[src/design/pkla_pkg.sv]
// ----------------------------------------------------------------------------
// pkla_pkg
// shared types and constants of the pair key lookup allocate block
// ----------------------------------------------------------------------------
package pkla_pkg;

  localparam int ADDR_W        = 48;
  localparam int APP_ID_W      = 16;
  localparam int KEY_LEN_W     = 8;
  localparam int IDX_OUT_W     = 4;
  localparam int NODES_DEFAULT = 16;

  localparam logic [APP_ID_W-1:0]  APP_ID  = 16'h8070;
  localparam logic [KEY_LEN_W-1:0] KEY_LEN = 8'd14;

  typedef enum logic [1:0] {
    RC_OK        = 2'd0,
    RC_BAD_KEY   = 2'd1,
    RC_SAME_PAIR = 2'd2,
    RC_FULL      = 2'd3
  } reject_t;

  typedef enum logic [2:0] {
    ST_IDLE,
    ST_CHECK,
    ST_ROW,
    ST_ROW_WAIT,
    ST_COL,
    ST_COL_WAIT,
    ST_OUT
  } top_state_t;

  typedef enum logic {
    SC_IDLE,
    SC_SCAN
  } scan_state_t;

  typedef struct packed {
    logic done;
    logic ok;
  } scan_rsp_t;

endpackage

[src/design/pkla_scan.sv]
// ----------------------------------------------------------------------------
// pkla_scan
// address table with one comparator: linear lookup, allocate on miss
// ----------------------------------------------------------------------------
module pkla_scan
  import pkla_pkg::*;
#(
  parameter int NODES = NODES_DEFAULT
) (
  input  logic                           clk,
  input  logic                           rst,
  input  logic                           start,
  input  logic [ADDR_W-1:0]              key,
  output scan_rsp_t                      rsp,
  output logic [$clog2(NODES)-1:0]       slot
);

  localparam int IDX_W = $clog2(NODES);
  localparam int CNT_W = $clog2(NODES + 1);
  localparam logic [CNT_W-1:0] FULL_CNT = CNT_W'(NODES);

  scan_state_t       state;
  scan_state_t       state_next;
  logic [CNT_W-1:0]  count;
  logic [CNT_W-1:0]  rd_idx;
  logic [IDX_W-1:0]  cmp_idx;
  logic              pend;
  logic [ADDR_W-1:0] mem [NODES];
  logic [ADDR_W-1:0] rdata;

  logic hit;
  logic more;
  logic miss;
  logic room;
  logic rd_en;
  logic wr_en;

  // entries below count are the filled ones
  assign hit  = pend && (rdata == key);
  assign more = rd_idx < count;
  assign miss = !pend && !more;
  assign room = count < FULL_CNT;

  always_comb begin
    state_next = state;
    case (state)
      SC_IDLE: if (start) state_next = SC_SCAN;
      SC_SCAN: if (hit || miss) state_next = SC_IDLE;
      default: state_next = SC_IDLE;
    endcase
  end

  always_comb begin
    rsp.done = 1'b0;
    rsp.ok   = 1'b0;
    rd_en    = 1'b0;
    wr_en    = 1'b0;
    slot     = hit ? cmp_idx : count[IDX_W-1:0];
    case (state)
      SC_IDLE: begin
        rsp.done = 1'b0;
      end
      SC_SCAN: begin
        rsp.done = hit || miss;
        rsp.ok   = hit || room;
        rd_en    = more && !hit;
        wr_en    = miss && room;
      end
      default: begin
        rsp.done = 1'b0;
      end
    endcase
  end

  always_ff @(posedge clk) begin
    if (rst) begin
      state  <= SC_IDLE;
      count  <= '0;
      rd_idx <= '0;
      pend   <= 1'b0;
    end else begin
      state <= state_next;
      if (state == SC_IDLE) begin
        rd_idx <= '0;
        pend   <= 1'b0;
      end else begin
        pend <= rd_en;
        if (rd_en) rd_idx <= rd_idx + CNT_W'(1);
      end
      if (wr_en) count <= count + CNT_W'(1);
    end
  end

  // one read port feeding the comparator, one write port for allocation
  always_ff @(posedge clk) begin
    if (rd_en) begin
      rdata   <= mem[rd_idx[IDX_W-1:0]];
      cmp_idx <= rd_idx[IDX_W-1:0];
    end
    if (wr_en) mem[count[IDX_W-1:0]] <= key;
  end

endmodule

[src/design/pair_key_lookup_allocate.sv]
// a bad id/length or same-device request goes from the check straight to the
//   result; otherwise the row and then the col address are looked up in turn
// one request at a time; a new beat can be taken in the cycle after the result
//   beat is taken, and lookup time is set by the single table read port and
//   its comparator walking the filled entries
// reset: rst (synchronous) empties the table, clears own_address and idles
// ----------------------------------------------------------------------------
// pair_key_lookup_allocate
// checks a key request, then, unless rejected, looks up or allocates both device addresses
// ----------------------------------------------------------------------------
module pair_key_lookup_allocate
  import pkla_pkg::*;
#(
  parameter int NODES = NODES_DEFAULT
) (
  input  logic                 clk,
  input  logic                 rst,
  input  logic                 cfg_write,
  input  logic [ADDR_W-1:0]    cfg_data,
  input  logic                 in_valid,
  output logic                 in_ready,
  input  logic [APP_ID_W-1:0]  app_id,
  input  logic [KEY_LEN_W-1:0] key_length,
  input  logic [ADDR_W-1:0]    first_address,
  input  logic [ADDR_W-1:0]    second_address,
  output logic                 out_valid,
  input  logic                 out_ready,
  output logic                 accepted,
  output logic [1:0]           reject_code,
  output logic [IDX_OUT_W-1:0] row_index,
  output logic [IDX_OUT_W-1:0] col_index
);

  localparam int IDX_W = $clog2(NODES);

  top_state_t           state;
  top_state_t           state_next;
  logic [ADDR_W-1:0]    own_address;
  logic [APP_ID_W-1:0]  id_q;
  logic [KEY_LEN_W-1:0] len_q;
  logic [ADDR_W-1:0]    addr_a;
  logic [ADDR_W-1:0]    addr_b;
  logic [IDX_W-1:0]     row_slot;
  logic                 row_ok;

  logic                 scan_start;
  logic [ADDR_W-1:0]    scan_key;
  scan_rsp_t            scan_rsp;
  logic [IDX_W-1:0]     scan_slot;

  logic                 bad_key;
  logic                 same_pair;
  logic [IDX_W+IDX_OUT_W-1:0] row_wide;
  logic [IDX_W+IDX_OUT_W-1:0] col_wide;

  assign bad_key   = (id_q != APP_ID) || (len_q != KEY_LEN);
  assign same_pair = (addr_a == addr_b) && (addr_a != own_address);
  assign scan_key  = ((state == ST_COL) || (state == ST_COL_WAIT)) ? addr_b : addr_a;
  // report only the low index bits
  assign row_wide  = {{IDX_OUT_W{1'b0}}, row_slot};
  assign col_wide  = {{IDX_OUT_W{1'b0}}, scan_slot};

  pkla_scan #(
    .NODES (NODES)
  ) u_scan (
    .clk   (clk),
    .rst   (rst),
    .start (scan_start),
    .key   (scan_key),
    .rsp   (scan_rsp),
    .slot  (scan_slot)
  );

  always_comb begin
    state_next = state;
    case (state)
      ST_IDLE:     if (in_valid) state_next = ST_CHECK;
      ST_CHECK:    state_next = (bad_key || same_pair) ? ST_OUT : ST_ROW;
      ST_ROW:      state_next = ST_ROW_WAIT;
      ST_ROW_WAIT: if (scan_rsp.done) state_next = ST_COL;
      ST_COL:      state_next = ST_COL_WAIT;
      ST_COL_WAIT: if (scan_rsp.done) state_next = ST_OUT;
      ST_OUT:      if (out_ready) state_next = ST_IDLE;
      default:     state_next = ST_IDLE;
    endcase
  end

  always_comb begin
    in_ready   = 1'b0;
    out_valid  = 1'b0;
    scan_start = 1'b0;
    case (state)
      ST_IDLE:  in_ready   = !rst;
      ST_ROW:   scan_start = 1'b1;
      ST_COL:   scan_start = 1'b1;
      ST_OUT:   out_valid  = 1'b1;
      default:  in_ready   = 1'b0;
    endcase
  end

  always_ff @(posedge clk) begin
    if (rst) begin
      state       <= ST_IDLE;
      own_address <= '0;
    end else begin
      state <= state_next;
      if (cfg_write) own_address <= cfg_data;
    end
  end

  always_ff @(posedge clk) begin
    if (in_valid && in_ready) begin
      id_q   <= app_id;
      len_q  <= key_length;
      addr_a <= first_address;
      addr_b <= second_address;
    end
    if (state == ST_CHECK) begin
      accepted    <= 1'b0;
      row_index   <= '0;
      col_index   <= '0;
      reject_code <= bad_key ? RC_BAD_KEY : RC_SAME_PAIR;
    end
    if ((state == ST_ROW_WAIT) && scan_rsp.done) begin
      row_slot <= scan_slot;
      row_ok   <= scan_rsp.ok;
    end
    if ((state == ST_COL_WAIT) && scan_rsp.done) begin
      if (row_ok && scan_rsp.ok) begin
        accepted    <= 1'b1;
        reject_code <= RC_OK;
        row_index   <= row_wide[IDX_OUT_W-1:0];
        col_index   <= col_wide[IDX_OUT_W-1:0];
      end else begin
        accepted    <= 1'b0;
        reject_code <= RC_FULL;
        row_index   <= '0;
        col_index   <= '0;
      end
    end
  end

endmodule

[config.mk]
export PLATFORM = sky130hd
export DESIGN_NAME = pair_key_lookup_allocate
export DESIGN_NICKNAME = d
export VERILOG_FILES = /design/src/design/pkla_pkg.sv /design/src/design/pkla_scan.sv /design/src/design/pair_key_lookup_allocate.sv
export SDC_FILE = /design/constraint.sdc
export NUM_CORES = 1
export LEC_CHECK = 0
export BUFFER_PORTS_ARGS = -buffer_cell sky130_fd_sc_hd__buf_2
export CORE_MARGIN = 2
export CORE_UTILIZATION = 40
export CTS_CLUSTER_SIZE = 25
export DETAILED_ROUTE_END_ITERATION = 7
export HOLD_SLACK_MARGIN = 0.02
export PLACE_DENSITY = 0.66
export SLEW_MARGIN = 25
export SYNTH_ARGS = -nofsm -noshare
export SYNTH_HDL_FRONTEND = slang
export SYNTH_SLANG_ARGS = --single-unit
[constraint.sdc]
create_clock -name clk -period 6.5 [get_ports clk]
set_input_delay 0.325 -clock clk [delete_from_list [all_inputs] [get_ports clk]]
set_output_delay 0.325 -clock clk [all_outputs]
set_load 0.05 [all_outputs]
==> results of run 1 <==
## metrics by stage
step	power, mW	setup WS (ps)	hold WS, ps	cells	area [µm²]
finish	14.97	1620	58.87	3740	47690
global route	15.39	1424	88.81	3740	47690
floorplan	8.678	635.1	416.4	1949	39960
detailed placement	9.229	1429	503.1	3376	42610
global placement	9.165	1594	492.6	3376	42600
CTS	15.03	1413	43.93	3737	47580
## state kept, by name, summed over array words and instances, names as in the netlist, 8 cells and up
register,count
u_scan.rdata,48
addr_a,48
len_q,8
id_q,16
u_scan.mem,768
own_address,48
addr_b,48
## layout make-up
class,instances,area share [%]
multi-input combinational,795,20.08
clock buffer,131,5.799
clock inverter,62,1.089
timing repair buffer,397,6.397
inverter,49,0.3857
sequential,1019,62.87
tap,1287,3.377
## layout by cell type, fill, tap and decap left out, types with 13 or more instances in the layout
| master | instances |
|---|---|
| mux4_2 | 240 |
| clkinv_1 | 18 |
| xor2_1 | 86 |
| dfxtp_1 | 59 |
| nand4_1 | 17 |
| buf_4 | 36 |
| nor4_1 | 26 |
| clkbuf_1 | 22 |
| nor2_4 | 13 |
| mux2i_1 | 63 |
| clkinv_2 | 26 |
| edfxtp_1 | 956 |
| clkbuf_16 | 105 |
| inv_1 | 49 |
| xnor2_1 | 50 |
| dlygate4sd3_1 | 168 |
| buf_2 | 184 |
| nand2_1 | 61 |
| nor2_1 | 61 |
## critical path, cell delays in order, from the launching register on
cell	delay, ps
dfxtp_1	520
nor2b_4	710
buf_4	620
mux2_2	530
a22o_1	220
nor4_1	380
nand4_1	290
nor3_2	290
buf_4	260
o21ai_1	110
a21oi_2	530
## routing by layer
metal | share of wire [%] | global-route usage (%) | up-vias | routed length [µm]
met2 | 45 | 32.01 | 1131 | 49040
met1 | 42 | 29.79 | 11040 | 45250
met3 | 9.8 | 5.528 | 185 | 10600
met5 | 0.012 | 0 | - | 13
met4 | 2.8 | 6.103 | 2 | 2992
li1 | - | - | 8770 | -
## cell families after synthesis
group / count (synthesis)
AOI/OAI and AO/OA: 90
xor gates and xnor gates: 136
adders and majority gates: 9
buffers and inverters: 135
DFF: 1019
muxes: 320
and+or+nand+nor: 240
## repair_timing
item | 4_1_cts | 5_1_grt
gates resized for setup | 0 | 0
hold endpoints to repair | 168 | 0
hold buffers | 168 | 0
## worst max-delay path by stage
| stage | startpoint | endpoint | slack (ps) |
|---|---|---|---|
| 3_3_place_gp | state[2] | accepted | 1590 |
| 3_5_place_dp | state[2] | row_index[0] | 1430 |
| 6_report | state[2] | row_index[1] | 1620 |
| 2_1_floorplan | u_scan.count[2] | u_scan.mem[2][0] | 640 |
| 5_1_grt | state[2] | row_index[0] | 1420 |
| 4_1_cts | state[2] | row_index[0] | 1410 |
## where the power goes
part	total [mW]	switching (mW)	internal (mW)
Clock	5.77	2.48	3.29
Sequential	7.88	0.208	7.68
Combinational	1.32	0.878	0.437
==> flow_summary.json, run 1 <==
{
  "status": "finished clean",
  "fin_nets": 2548,
  "grt.total_usage_pct": 20.99,
  "synthSimpleGateAreaFrac_pct": 2.978,
  "yosys.area.top_type": "edfxtp_1",
  "wl_per_cell_um": 28.85,
  "peakVddDrop_uv": 219.3,
  "grt_pass1_vias": 21280,
  "synth_ff_type": "edfxtp_1",
  "vias": 21130,
  "endpoint_kind": "register",
  "dr.pass1.iters": 6,
  "crit_fanout": 38,
  "synth.top_cell.area_share_pct": 71.85,
  "coreArea_um2": 98710,
  "netlist-cell-type-count": 66,
  "synth.avg_cell_area_um2": 20.50,
  "fin_util_pct": 48.31,
  "cts_root_buffer": "clkbuf_16",
  "maxCapViolations": 0,
  "powerDensity_nw_per_um2": 313.9,
  "worstHoldEndpoint": "state[1]",
  "multi_input_area_um2": 9577,
  "fin_crit_sh_pct": 75.08,
  "syn-instance-count": 1949,
  "tightest_slew_ps": 1088,
  "drt_first_iter_violations": 2833,
  "synth-edff-count": 956,
  "power_leakage_nw": 15.51,
  "cts_tree": "built",
  "synth_area_leaders": "edfxtp_1 (72%), mux4_2 (14%), dfxtp_1 (3.2%)",
  "setup_violations": 0,
  "rows": 115,
  "insertion_delay_ps": 680,
  "vias_per_cell": 5.650,
  "htree_levels": 3,
  "r2r-end": "row_index[1]",
  "fillers": 7953,
  "cts_sinks": 1019,
  "synth.most_common_cell": "edfxtp_1",
  "rsz0062_at_grt": "false",
  "crit_path_start_kind": "register",
  "antenna_cells": 0,
  "synth-xor-area-share_pct": 2.981,
  "max_clock_freq_mhz": 204.9,
  "post-cts-setup-buffer-count": 0,
  "synth.area.mux_share_pct": 15.65,
  "worstPathArrival_ps": 5180,
  "synth-seq-cells": 1019,
  "slew_viol_final": 0,
  "synth_fa_ha_area_share_pct": 0.2818,
  "criticalPathCategory": "register to register",
  "antenna_found_initial": 2,
  "synth_top_family_by_area": "multiplexers",
  "min_period_ps": 4880,
  "hold_path_startpoint": "out_ready",
  "drive_gt1_share_pct": 27.68,
  "synth_fp_nets": 2131,
  "drt_wl_total_um": 107900,
  "hp-class": "input port to register",
  "syn2layout_area_growth_pct": 19.35,
  "initial_core_util_pct": 40.48,
  "relSlewSlack_pct": 26.80,
  "grt_remaining_overflow": 0,
  "cts_buffer_depth": 3,
  "place_congestion": 0.9523,
  "hold_depth": 4,
  "die_width_um": 320.1,
  "async_flop_share_pct": 0,
  "io_pins": 186,
  "rr_startpoint": "state[2]",
  "grt_max_degree": 64,
  "io_buffer_count": 185,
  "ys_seq_area_share_pct": 75.00,
  "final.setup.tns_ps": 0,
  "ff2ff_path_depth": 10,
  "fp.dieH_um": 320.1,
  "hold_violations": 0,
  "cts_made_buffers": 104,
  "hpwl_um": 65290,
  "yosys_warnings": 0,
  "ant_nets": 0,
  "synth_compound_area_share_pct": 1.672,
  "grt_pass1_wl_um": 153000,
  "finClkSkew_ps": 32.61,
  "clk_pin_slew_ps": 60,
  "regArea_um2": 29980,
  "r2r_setup_slack_ps": 1620,
  "die_area_um2": 102400,
  "syn_area_um2": 39960,
  "route.detailed.drc": 0,
  "synthTopCellsByCount": "edfxtp_1 (956), mux4_2 (240), xor2_1 (86), nor2_1 (74), clkbuf_1 (65)",
  "required_ps": 6800
}
Power figures use the tool's default switching activity.
==> inputs of run 2 (changes only) <==
--- a/config.mk
+++ b/config.mk
@@ -5,6 +5,7 @@
 export SDC_FILE = /design/constraint.sdc
 export NUM_CORES = 1
 export LEC_CHECK = 0
+export ABC_AREA = 1
 export BUFFER_PORTS_ARGS = -buffer_cell sky130_fd_sc_hd__buf_2
 export CORE_MARGIN = 2
 export CORE_UTILIZATION = 40
==> constraint.sdc (replaced) <==
create_clock -name clk -period 4.7 [get_ports clk]
set_input_delay 0.235 -clock clk [delete_from_list [all_inputs] [get_ports clk]]
set_output_delay 0.235 -clock clk [all_outputs]
set_load 0.05 [all_outputs]
==> run 2 against run 1 <==
Effect of this change: area after synthesis is 3.4% higher; cell count is 35% higher; non-clock buffer count is 31 higher; clock skew is 2.4 ps higher; core utilization is 0.34 points lower; routed wire length is 5.8% higher; die area is 3.4% higher; sequential power is 48% higher; flip-flop and latch count stayed put; via count is 32% higher.
==> flow_summary.json, run 2 <==
{
  "wl_per_cell_um": 22.55,
  "placedCellCount": 4713,
  "ant_nets": 0,
  "synth_area_leaders": "edfxtp_1 (69%), nor2_1 (5.4%), nand2_1 (3.6%)",
  "cts_made_buffers": 99,
  "rsz0062_at_grt": "false",
  "crit_fanout": 36,
  "grt_pass1_vias": 26390,
  "grt_pass1_wl_um": 168900,
  "synth_ff_type": "edfxtp_1",
  "dr.pass1.iters": 6,
  "power_leakage_nw": 16.83,
  "tightest_slew_ps": 1058,
  "async_flop_share_pct": 0,
  "coreArea_um2": 102200,
  "initial_core_util_pct": 40.45,
  "slew_viol_final": 0,
  "hold_violations": 0,
  "critical-path-max-stage-delay_ps": 500,
  "final.setup.tns_ps": 0,
  "crit_path_start_kind": "register",
  "criticalPathCategory": "register to register",
  "grt.total_usage_pct": 20.99,
  "fin_crit_sh_pct": 82.61,
  "syn_area_um2": 41330,
  "crit_top_cell": "nand2_1",
  "clkPwrFrac_pct": 33.2,
  "multi_input_area_um2": 10330,
  "switching_share_pct": 28.19,
  "required_ps": 4980,
  "synthTopCellsByCount": "edfxtp_1 (956), nor2_1 (596), nand2_1 (394), o21ai_0 (260), nand3_1 (191)",
  "setup_violations": 0,
  "antenna_found_initial": 5,
  "io_buffer_count": 185,
  "netlist-cell-type-count": 41,
  "relSlewSlack_pct": 29.49,
  "critPathSlowestCell": "a21oi_2",
  "ys_seq_area_share_pct": 72.50,
  "p_seq_share_pct": 49.9,
  "final_common_cell": "edfxtp_1",
  "finClkSkew_ps": 35.03,
  "ff2ff_path_depth": 18,
  "p_int_mw": 16.86,
  "power_frac_comb_pct": 16.9,
  "hold_depth": 5,
  "drt_first_iter_violations": 2937,
  "grt_remaining_overflow": 0,
  "hp-class": "input port to register",
  "grt_max_degree": 259,
  "die_width_um": 325.5,
  "io_pins": 186,
  "cts_root_buffer": "clkbuf_16",
  "syn2layout_area_growth_pct": 18.60,
  "fp.dieH_um": 325.5,
  "synth.most_common_cell": "edfxtp_1",
  "vias": 27820,
  "synth_fp_nets": 3446,
  "yosys.area.top_type": "edfxtp_1",
  "path_cells": "nor2_2 -> nand2_4 -> nand2_2 -> buf_12 -> inv_2 -> nand2_1 -> nand2_1 -> nand2_1 -> nand2_1 -> inv_1 -> nand2_1 -> nor2_1 -> nand2_1 -> nor2_1 -> nand3_2 -> nand2_2 -> inv_2 -> a21oi_2",
  "synth.avg_cell_area_um2": 12.66,
  "place_congestion": 0.9639,
  "fin_nets": 3797,
  "largest_reg_flops": 768,
  "rows": 117,
  "endpoint_kind": "register",
  "drt_wl_total_um": 114200,
  "synth.top_cell.area_share_pct": 69.45,
  "antenna_cells": 0,
  "syn-instance-count": 3264,
  "powerDensity_nw_per_um2": 478.9,
  "synth-seq-cells": 1019,
  "drive_gt1_share_pct": 12.21,
  "max_clock_freq_mhz": 257.5,
  "final_cell_mix": "edfxtp_1 (956), nor2_1 (579), nand2_1 (394)",
  "netSwitchingPower_mw": 6.618,
  "maxCapViolations": 0,
  "fin_hold_ws_ps": 160.2,
  "route.detailed.drc": 0,
  "vias_per_cell": 5.495,
  "insertion_delay_ps": 670,
  "yosys_warnings": 0,
  "worstPathArrival_ps": 4160,
  "cts_sinks": 1019,
  "cts_tree": "built",
  "min_period_ps": 3883,
  "cts_buffer_depth": 3,
  "die_area_um2": 105900,
  "status": "finished clean",
  "htree_levels": 3,
  "regArea_um2": 29980,
  "instances_no_fill": 5063,
  "peakVddDrop_uv": 317.8,
  "clk_pin_slew_ps": 60,
  "hpwl_um": 66990,
  "fillers": 8787,
  "synth-edff-count": 956
}
-- run 2: cell count changes in the layout (fill, tap and decap cells not counted), moves of 43 or more --
cell and change:
o32ai_1 +114, mux4_2 -240, nand3_1 +185, inv_1 +64, o21ai_0 +251, nand2_1 +333
nor2_1 +518, xor2_1 -43, o221ai_1 +76
-- run 2: what timing repair did --
item                                    CTS  global route
endpoints found under the hold margin   171             0
setup buffers                             0             0
endpoints found under the setup margin    0            28
gates resized for setup                   0             1
hold buffers                            169             0
-- run 2: cells by family (layout without fill, tap and decap cells) --
kind of cell | count (synthesis) | in the layout | synth area share (%)
compound gates | 503 | 503 | 7.967
xor+xnor | 81 | 81 | 1.716
fa+ha+maj | 9 | 9 | 0.2724
buf+inv | 301 | 732 | 2.858
flops | 1019 | 1019 | 72.50
mux | 78 | 78 | 1.889
simple gates | 1273 | 1273 | 12.79
-- run 2: metal layers --
metal  routed length [µm]  GRT usage [%]  up-vias
li1                     -              -    12600
met2                51860          32.73     1281
met4                 2998          6.512        2
met5                   13              0        -
met1                49720          30.14    13750
met3                 9593          3.433      187
-- run 2: cell type report --
cell class                      instances  share of cell area [%]
Clock inverter                         60                   1.184
Multi-Input combinational cell       1944                   21.06
Sequential cell                      1019                   61.16
Tap cell                             1368                   3.492
Timing Repair Buffer                  428                   6.830
Clock buffer                          121                   5.306
Inverter                              123                  0.9648
-- run 2: critical path: cells and delay by family, from the launching register on --
kind                   cells  cell delay, ps
AOI/OAI and AO/OA          1             500
buffers and inverters      4             440
DFF                        1             370
and+or+nand+nor           13            2140
-- run 2: path summary, 6_finish.rpt --
check	from	to	slack, ps
max reg2reg	state[0]	row_index[2]	820
min reg2reg	own_address[40]	own_address[40]	470
max	state[0]	row_index[2]	820
min	in_valid	state[0]	160
-- run 2: through the flow --
step	util [%]	power [mW]	instance area (µm²)	setup slack (ps)
floorplan	-	13.94	41340	524.9
global placement	43.20	15.60	44140	722.2
detailed placement	43.20	15.66	44140	628.2
CTS	47.97	23.51	49010	612.9
global route	47.97	24.30	49020	428.8
finish	47.97	23.47	49020	817.2
-- run 2: power by group through the flow --
stage                     sequential, mW  combinational, mW  clock (mW)
final                               11.7               3.97        7.79
after global routing                11.7               4.30        8.25
after CTS                           11.7               3.90        7.90
after detailed placement            11.9               3.77           0
after global placement              11.9               3.72           0
after floorplan                     11.9               2.08           0
